--- src/design/sfk_pkg.sv ---
// Package for skeleton forward kinematics: fixed-point constants, CORDIC table,
// rounding and saturation helpers. No dependencies.
package sfk_pkg;

  localparam int unsigned MaxJoints = 64;
  localparam int unsigned CordicSteps = 23;
  localparam logic signed [31:0] DegFull  = 32'sd23592960;
  localparam logic signed [31:0] DegHalf  = 32'sd11796480;
  localparam logic signed [31:0] DegQuart = 32'sd5898240;
  localparam logic signed [31:0] OneQ30   = 32'sd1073741824;
  localparam logic signed [31:0] CordicGain = 32'sd652032874;

  function automatic logic signed [31:0] atan_step(input logic [4:0] i);
    logic signed [31:0] v;
    unique case (i)
      5'd0:  v = 32'sd2949120;
      5'd1:  v = 32'sd1740967;
      5'd2:  v = 32'sd919879;
      5'd3:  v = 32'sd466945;
      5'd4:  v = 32'sd234379;
      5'd5:  v = 32'sd117304;
      5'd6:  v = 32'sd58666;
      5'd7:  v = 32'sd29335;
      5'd8:  v = 32'sd14668;
      5'd9:  v = 32'sd7334;
      5'd10: v = 32'sd3667;
      5'd11: v = 32'sd1833;
      5'd12: v = 32'sd917;
      5'd13: v = 32'sd458;
      5'd14: v = 32'sd229;
      5'd15: v = 32'sd115;
      5'd16: v = 32'sd57;
      5'd17: v = 32'sd29;
      5'd18: v = 32'sd14;
      5'd19: v = 32'sd7;
      5'd20: v = 32'sd4;
      5'd21: v = 32'sd2;
      5'd22: v = 32'sd1;
      default: v = 32'sd0;
    endcase
    return v;
  endfunction

  // Round a Q2.30 x Q product to Q: floor((p + 2^29) / 2^30)
  function automatic logic signed [35:0] rnd30(input logic signed [63:0] p);
    logic signed [63:0] t;
    t = (p + 64'sd536870912) >>> 30;
    return t[35:0];
  endfunction

  function automatic logic signed [31:0] sat32(input logic signed [35:0] v);
    logic signed [31:0] r;
    if (v > 36'sd2147483647) r = 32'sh7fffffff;
    else if (v < -36'sd2147483648) r = 32'sh80000000;
    else r = v[31:0];
    return r;
  endfunction

endpackage

--- src/design/sfk_cordic.sv ---
// Iterative sin/cos in Q2.30 from Q16.16 degrees, one micro-rotation per cycle.
// Depends on sfk_pkg.
module sfk_cordic import sfk_pkg::*; (
  input  logic               clk_i,
  input  logic               rst_ni,
  input  logic               start_i,
  input  logic signed [31:0] angle_i,
  output logic               done_o,
  output logic signed [31:0] cos_o,
  output logic signed [31:0] sin_o
);

  localparam logic [2:0] StIdle = 3'd0;
  localparam logic [2:0] StMod  = 3'd1;
  localparam logic [2:0] StRed  = 3'd2;
  localparam logic [2:0] StRot  = 3'd3;
  localparam logic [2:0] StFin  = 3'd4;

  // 92 full turns: lifts any negative 32-bit angle to a non-negative one
  localparam logic signed [32:0] ModBias = 33'sd2170552320;

  logic [2:0] state_q, state_d;
  logic [4:0] it_q, it_d;
  logic signed [32:0] x_q, x_d, y_q, y_d, r_q, r_d;
  logic neg_q, neg_d, zero_q, zero_d;
  logic signed [32:0] rr;
  logic signed [32:0] turns;

  always_comb begin
    state_d = state_q; it_d = it_q; x_d = x_q; y_d = y_q; r_d = r_q;
    neg_d = neg_q; zero_d = zero_q; done_o = 1'b0;
    rr = 33'sd0;
    turns = 33'(DegFull) <<< it_q;
    unique case (state_q)
      StIdle: begin
        if (start_i) begin
          r_d = (angle_i < 0) ? 33'(angle_i) + ModBias : 33'(angle_i);
          it_d = 5'd6;
          state_d = StMod;
        end
      end
      StMod: begin
        // restoring reduction by 64, 32 .. 1 full turns
        if (r_q >= turns) r_d = r_q - turns;
        it_d = it_q - 5'd1;
        if (it_q == 5'd0) state_d = StRed;
      end
      StRed: begin
        rr = r_q;
        zero_d = (rr == 0);
        neg_d = 1'b0;
        if (rr >= 33'(DegHalf)) rr = rr - 33'(DegFull);
        if (rr > 33'(DegQuart)) begin
          rr = rr - 33'(DegHalf); neg_d = 1'b1;
        end else if (rr < -33'(DegQuart)) begin
          rr = rr + 33'(DegHalf); neg_d = 1'b1;
        end
        r_d = rr; x_d = 33'(CordicGain); y_d = 33'sd0; it_d = 5'd0;
        state_d = StRot;
      end
      StRot: begin
        if (r_q >= 0) begin
          x_d = x_q - (y_q >>> it_q); y_d = y_q + (x_q >>> it_q);
          r_d = r_q - 33'(atan_step(it_q));
        end else begin
          x_d = x_q + (y_q >>> it_q); y_d = y_q - (x_q >>> it_q);
          r_d = r_q + 33'(atan_step(it_q));
        end
        it_d = it_q + 5'd1;
        if (it_q == 5'(CordicSteps - 1)) state_d = StFin;
      end
      StFin: begin
        done_o = 1'b1;
        state_d = StIdle;
      end
      default: state_d = StIdle;
    endcase
  end

  always_comb begin
    if (zero_q) begin
      cos_o = OneQ30; sin_o = 32'sd0;
    end else if (neg_q) begin
      cos_o = 32'(-x_q); sin_o = 32'(-y_q);
    end else begin
      cos_o = 32'(x_q); sin_o = 32'(y_q);
    end
  end

  always_ff @(posedge clk_i or negedge rst_ni) begin
    if (!rst_ni) state_q <= StIdle;
    else state_q <= state_d;
  end

  always_ff @(posedge clk_i) begin
    it_q <= it_d; x_q <= x_d; y_q <= y_d; r_q <= r_d;
    neg_q <= neg_d; zero_q <= zero_d;
  end

endmodule

--- config.mk ---
export PLATFORM = sky130hd
export DESIGN_NAME = sfk_cordic
export DESIGN_NICKNAME = d
export VERILOG_FILES = /design/src/design/sfk_pkg.sv /design/src/design/sfk_cordic.sv
export SDC_FILE = /design/constraint.sdc
export NUM_CORES = 1
export LEC_CHECK = 0
export ABC_AREA = 1
export BUFFER_PORTS_ARGS = -buffer_cell sky130_fd_sc_hd__buf_2
export CORE_UTILIZATION = 30
export CTS_CLUSTER_DIAMETER = 80
export CTS_CLUSTER_SIZE = 8
export DETAILED_ROUTE_END_ITERATION = 10
export HOLD_SLACK_MARGIN = 0.02
export PLACE_DENSITY = 0.43
export SLEW_MARGIN = 10
export SYNTH_ARGS = -nofsm -noshare
export SYNTH_HDL_FRONTEND = slang
export SYNTH_SLANG_ARGS = --single-unit
--- constraint.sdc ---
create_clock -name clk_i -period 4.9 [get_ports clk_i]
set_input_delay 0.735 -clock clk_i [delete_from_list [all_inputs] [get_ports clk_i]]
set_output_delay 0.735 -clock clk_i [all_outputs]
set_load 0.02 [all_outputs]
==> reports/metrics.cfg, run 1 <==
[cts]
clock_path_buffers = 2
cts_buffers = 17
cts_tree = built
h-tree-depth = 4
insertion_delay_ps = 500
clock-sinks = 131
cts-root-buf = clkbuf_16
clk_pin_slew_worst_paths_ps = 80

[critical_path]
path_buf_inv = 8
crit_family = compound AO/OA/AOI/OAI gates
cp-start-kind = flop
worst-r2r-setup-slack_ps = 60
rr_startpoint = it_q[0]
cp_slowest_stage_delay_ps = 550
critical_path_class = flop to flop
critPathSlowestCell = edfxtp_1
critPathArrivalTime_ps = 5100
cp_common_cell = nand2_1
r2r_cells = 30
cp_max_fo = 6
r2r-end = x_q[15]
end_kind = flop
cp.required_ps = 5160

[placed_design]
place_congestion = 0.9085
portBuffers = 99
place_area_um2 = 23840
hpwl_um = 67370

[hold_path]
worstHoldPathType = input port to flop
hold_end = r_q[6]
min_from = angle_i[6]
min_path_cells = 3

[drt]
dr.pass1.iters = 5
wl_per_cell_um = 18.13
drtIter0Drc = 1604
vias_per_cell = 5.132
drc = 0
ant_nets = 0
num_vias = 24040
routed_wl_um = 84920

[synth]
synth_nets = 3684
yosys_warnings = 0
async_flop_share_pct = 2.290
synthesis.area_um2 = 20710
synth.ff_latch_count = 131
synthCells = 3506
ys_types = 65
synthFlopType = edfxtp_1
avgSynthCellArea_um2 = 5.906
synth_edf_count = 106
yosysSeqAreaShare_pct = 17.86

[floorplanning]
die_w_um = 264.7
die_y_um = 264.7
die_area_um2 = 70080
core_area_um2 = 67750
initial_core_util_pct = 30.56
num_io_pins = 100
num_rows = 95

[job]
drv_cap = 0

[sta]
layout_min_cycle_time_ps = 4844
finalSetupViolCount = 0
tightestPinTransition_ps = 1060
fin_crit_sh_pct = 98.86
rsz0062_at_grt = yes
skew_ps = 15.81
timing_hold_violations_final = 0
slew_headroom_pct = 29.36
maxSlewViolCount = 0
fmax_mhz = 206.4

[finish]
antenna_cells = 0
final_nets = 3975
multi_input_area_um2 = 15440
fillCellCount = 7635
final_area_um2 = 25250
syn_to_final_growth_pct = 21.92
final_cell_mix = nand2_1, inv_1, nor2_1, a21oi_1, buf_4
drive_gt1_share_pct = 16.82
fin_util_pct = 37.26
mostFrequentLayoutCell = nand2_1
regArea_um2 = 3699

[global_routing]
grt_pass1_wl_um = 129200
grt_max_degree = 79
grt-ovfl-total = 0
grt_util_all_layers_pct = 23.84
grt_pass1_vias = 22530
antenna_found_initial = 1

[status]
run_status = completed

==> worst register-to-register path: cells and delay by family, from the launching register on <==
family                   cells  cell delay (ps)
adder cells (fa/ha/maj)      2              460
flip-flops                   1              550
buffers and inverters        8             1100
AO/OA/AOI/OAI               11             1510
XOR/XNOR                     1              180
AND/OR/NAND/NOR              8              790
==> how the worst max path moves through the flow <==
stage                       start  endpoint  slack [ps]  cells after the start
after floorplan           it_q[3]    r_q[0]         410                     22
after global placement    it_q[0]   x_q[19]        -210                     29
after global routing      it_q[0]   x_q[29]        -220                     29
after detailed placement  it_q[0]   x_q[19]        -170                     29
final                     it_q[0]   x_q[15]          60                     30
after CTS                 it_q[0]   y_q[32]           1                     29
==> cell families (layout without fill, tap and decap cells) <==
logic type	after synthesis	count (layout)	share of synthesized area, %
simple gates	1782	1782	36.51
fa+ha+maj	143	143	8.786
xor+xnor	102	102	4.314
buf+inv	526	830	10.40
compound gates	822	822	22.13
flops	131	131	17.86
==> stage by stage <==
stage,worst slack [ps],hold WS (ps),TNS [ps],std cells
2_1_floorplan,407.5,439.4,0,3506
3_3_place_gp,-211.7,562.6,-1662,4628
3_5_place_dp,-172.6,558.7,-1205,4628
4_1_cts,1.265,478.8,0,4661
5_1_grt,-222.1,510.6,-2272,4683
6_report,55.92,516.0,0,4683
==> layer usage <==
metal,share of wire (%),up-vias,track usage (%)
met5,0,-,0
met4,2.8,0,8.702
met3,4.2,101,2.629
met2,47,566,40.18
met1,46,11000,31.28
li1,-,12370,-
==> final cells by class <==
| type | instances | area share [%] |
|---|---|---|
| multi-input cells | 2849 | 61.15 |
| flip-flops and latches | 131 | 14.65 |
| repair buffers | 393 | 11.47 |
| inverters | 404 | 6.026 |
| well taps | 873 | 4.327 |
| clock buffers | 18 | 1.700 |
| clock inverters | 14 | 0.6542 |
| repair inverters | 1 | 0.01982 |
==> what timing repair did <==
action,CTS,global route
hold buffers,1,0
endpoints found under the setup margin,24,39
buffers inserted,0,20
pin swaps,0,32
hold endpoints to repair,3,0
cloned,0,3
resized for setup,14,167
==> cells in the mapped netlist, drive strengths merged, types with 10 or more instances <==
master	instances	area (um^2)
nor2	334	1299
clkbuf	53	198.9
o211ai	33	247.7
xor2	80	700.7
xnor2	22	192.7
dfxtp	22	440.4
nand3b	14	105.1
nand3	285	1461
o21ai	366	1888
o21a	24	180.2
edfxtp	106	3183
inv	398	1494
or2	23	143.9
a21boi	10	78.82
buf	69	439.2
nor3	72	380.4
nand2	991	3772
a31oi	11	68.82
ha	139	1739
nor4	12	75.07
a21o	11	82.58
o221ai	13	113.9
a21oi	313	1585
nand4	42	262.8
Power of run 1 is not shown: default switching activity piles up to over one toggle a cycle in this logic, so the estimate is an artifact.
==> inputs of run 2 (changes only) <==
--- a/config.mk
+++ b/config.mk
@@ -12,7 +12,7 @@
 export CTS_CLUSTER_SIZE = 8
 export DETAILED_ROUTE_END_ITERATION = 10
 export HOLD_SLACK_MARGIN = 0.02
-export PLACE_DENSITY = 0.43
+export PLACE_DENSITY_LB_ADDON = 0.05
 export SLEW_MARGIN = 10
 export SYNTH_ARGS = -nofsm -noshare
 export SYNTH_HDL_FRONTEND = slang
==> reports/metrics.cfg, run 2 (synthesis results as in run 1) <==
[status]
run_status = completed  ; unchanged

[finish]
final_cell_mix = nand2_1, inv_1, buf_4, nor2_1, a21oi_1  ; was nand2_1, inv_1, nor2_1, a21oi_1, buf_4
syn_to_final_growth_pct = 24.46  ; was 21.92%
drive_gt1_share_pct = 18.61  ; was 16.82%
antenna_cells = 0  ; unchanged
final_nets = 4013  ; was 3975
fin_util_pct = 38.04  ; was 37.26%
mostFrequentLayoutCell = nand2_1  ; unchanged

[cts]
clk_pin_slew_worst_paths_ps = 70  ; was 80 ps
h-tree-depth = 4  ; unchanged
insertion_delay_ps = 510  ; was 500 ps
clock_path_buffers = 2  ; unchanged
cts_buffers = 17  ; unchanged
cts-root-buf = clkbuf_16  ; unchanged
cts_tree = built  ; unchanged
clock-sinks = 131  ; unchanged

[hold_path]
worstHoldPathType = input port to flop  ; unchanged
min_path_cells = 3  ; unchanged

[critical_path]
cp_max_fo = 8  ; was 6
cp_slowest_stage_delay_ps = 430  ; was 550 ps
r2r_cells = 27  ; was 30
critical_path_class = flop to flop  ; unchanged
crit_family = simple AND/OR/NAND/NOR gates  ; was compound AO/OA/AOI/OAI gates
cp.required_ps = 5170  ; was 5160 ps
critPathSlowestCell = edfxtp_1  ; unchanged
critPathArrivalTime_ps = 4980  ; was 5100 ps
cp_common_cell = buf_4  ; was nand2_1
path_buf_inv = 8  ; unchanged
end_kind = flop  ; unchanged
crit_cells = 27  ; was 30
cp-start-kind = flop  ; unchanged

[placed_design]
hpwl_um = 70870  ; was 67370 um
place_congestion = 0.9438  ; was 0.9085
portBuffers = 99  ; unchanged
dp_slack_ps = -207.2  ; was -172.6 ps

[global_routing]
grt_pass1_wl_um = 134200  ; was 129200 um
grt-ovfl-total = 0  ; unchanged
grt_max_degree = 79  ; unchanged
grt_pass1_vias = 23120  ; was 22.53k
grt_util_all_layers_pct = 24.70  ; was 23.84%
antenna_found_initial = 1  ; unchanged

[drt]
dr.pass1.iters = 6  ; was 5
routed_wl_um = 89130  ; was 84920 um
drc = 0  ; unchanged
wl_per_cell_um = 18.88  ; was 18.13 um
num_vias = 24610  ; was 24.04k
drtIter0Drc = 1628  ; was 1604
vias_per_cell = 5.212  ; was 5.132
ant_nets = 0  ; unchanged

[floorplanning]
num_rows = 95  ; unchanged
die_area_um2 = 70080  ; unchanged
die_y_um = 264.7  ; unchanged
die_w_um = 264.7  ; unchanged
num_io_pins = 100  ; unchanged
core_area_um2 = 67750  ; unchanged
initial_core_util_pct = 30.56  ; unchanged

[sta]
finalWorstSetupSlack_ps = 185.3  ; was 55.92 ps
maxSlewViolCount = 0  ; unchanged
slew_headroom_pct = 26.79  ; was 29.36%
whs_ps = 508.2  ; was 516.0 ps
finalSetupViolCount = 0  ; unchanged
rsz0062_at_grt = yes  ; unchanged
fmax_mhz = 212.1  ; was 206.4 MHz
skew_ps = 19.59  ; was 15.81 ps
tightestPinTransition_ps = 1098  ; was 1060 ps
fin_crit_sh_pct = 96.22  ; was 98.86%
layout_min_cycle_time_ps = 4715  ; was 4844 ps
timing_hold_violations_final = 0  ; unchanged

[job]
drv_cap = 0  ; unchanged

[run 2: worst paths after layout]
| path | startpoint | endpoint | slack (ps) |
|---|---|---|---|
| min in group asynchronous | rst_ni | state_q[1] | 570 |
| worst max-delay path | it_q[0] | x_q[30] | 190 |
| worst max register to register | it_q[0] | x_q[30] | 190 |
| worst min-delay path | angle_i[12] | r_q[12] | 510 |
| worst min register to register | r_q[0] | r_q[0] | 680 |
| max in group asynchronous | rst_ni | state_q[2] | 4200 |
[run 2: layer usage]
layer  GRT usage (%)  vias up  share of wire (%)
met5               0        -                  0
li1                -    12440                  -
met1           32.59    11520                 46
met2           42.93      565                 48
met3           2.109       73                3.4
met4           6.686        0                2.0
[run 2: timing repair]
item / in CTS / in global routing
endpoints found under the setup margin: 22 / 41
pin swaps: 6 / 53
hold buffers: 1 / 0
gates resized for setup: 18 / 203
setup buffers: 2 / 19
endpoints found under the hold margin: 3 / 0
[run 2: per-stage QoR]
stage / instance area (um^2) / TNS, ps / std cells
after detailed placement: 24130 / -1804 / 4667
after CTS: 24770 / -2.252 / 4702
final: 25770 / 0 / 4721
after global placement: 24130 / -948.9 / 4667
after global routing: 25770 / -486.1 / 4721
after floorplan: 20710 / 0 / 3506
[run 2: final cells by class]
type	instances	area [um^2]
repair buffers	432	3157
flip-flops and latches	131	3699
inverters	404	1519
clock buffers	21	483.0
well taps	873	1092
fillers	7519	41980
multi-input cells	2849	15730
clock inverters	11	90.09
[run 2: tightest hold or removal path: stages]
cell and delay (ps):
buf_2 70, nand2_1 40, o221ai_1 50
Power of run 2 is left out for the same reason.
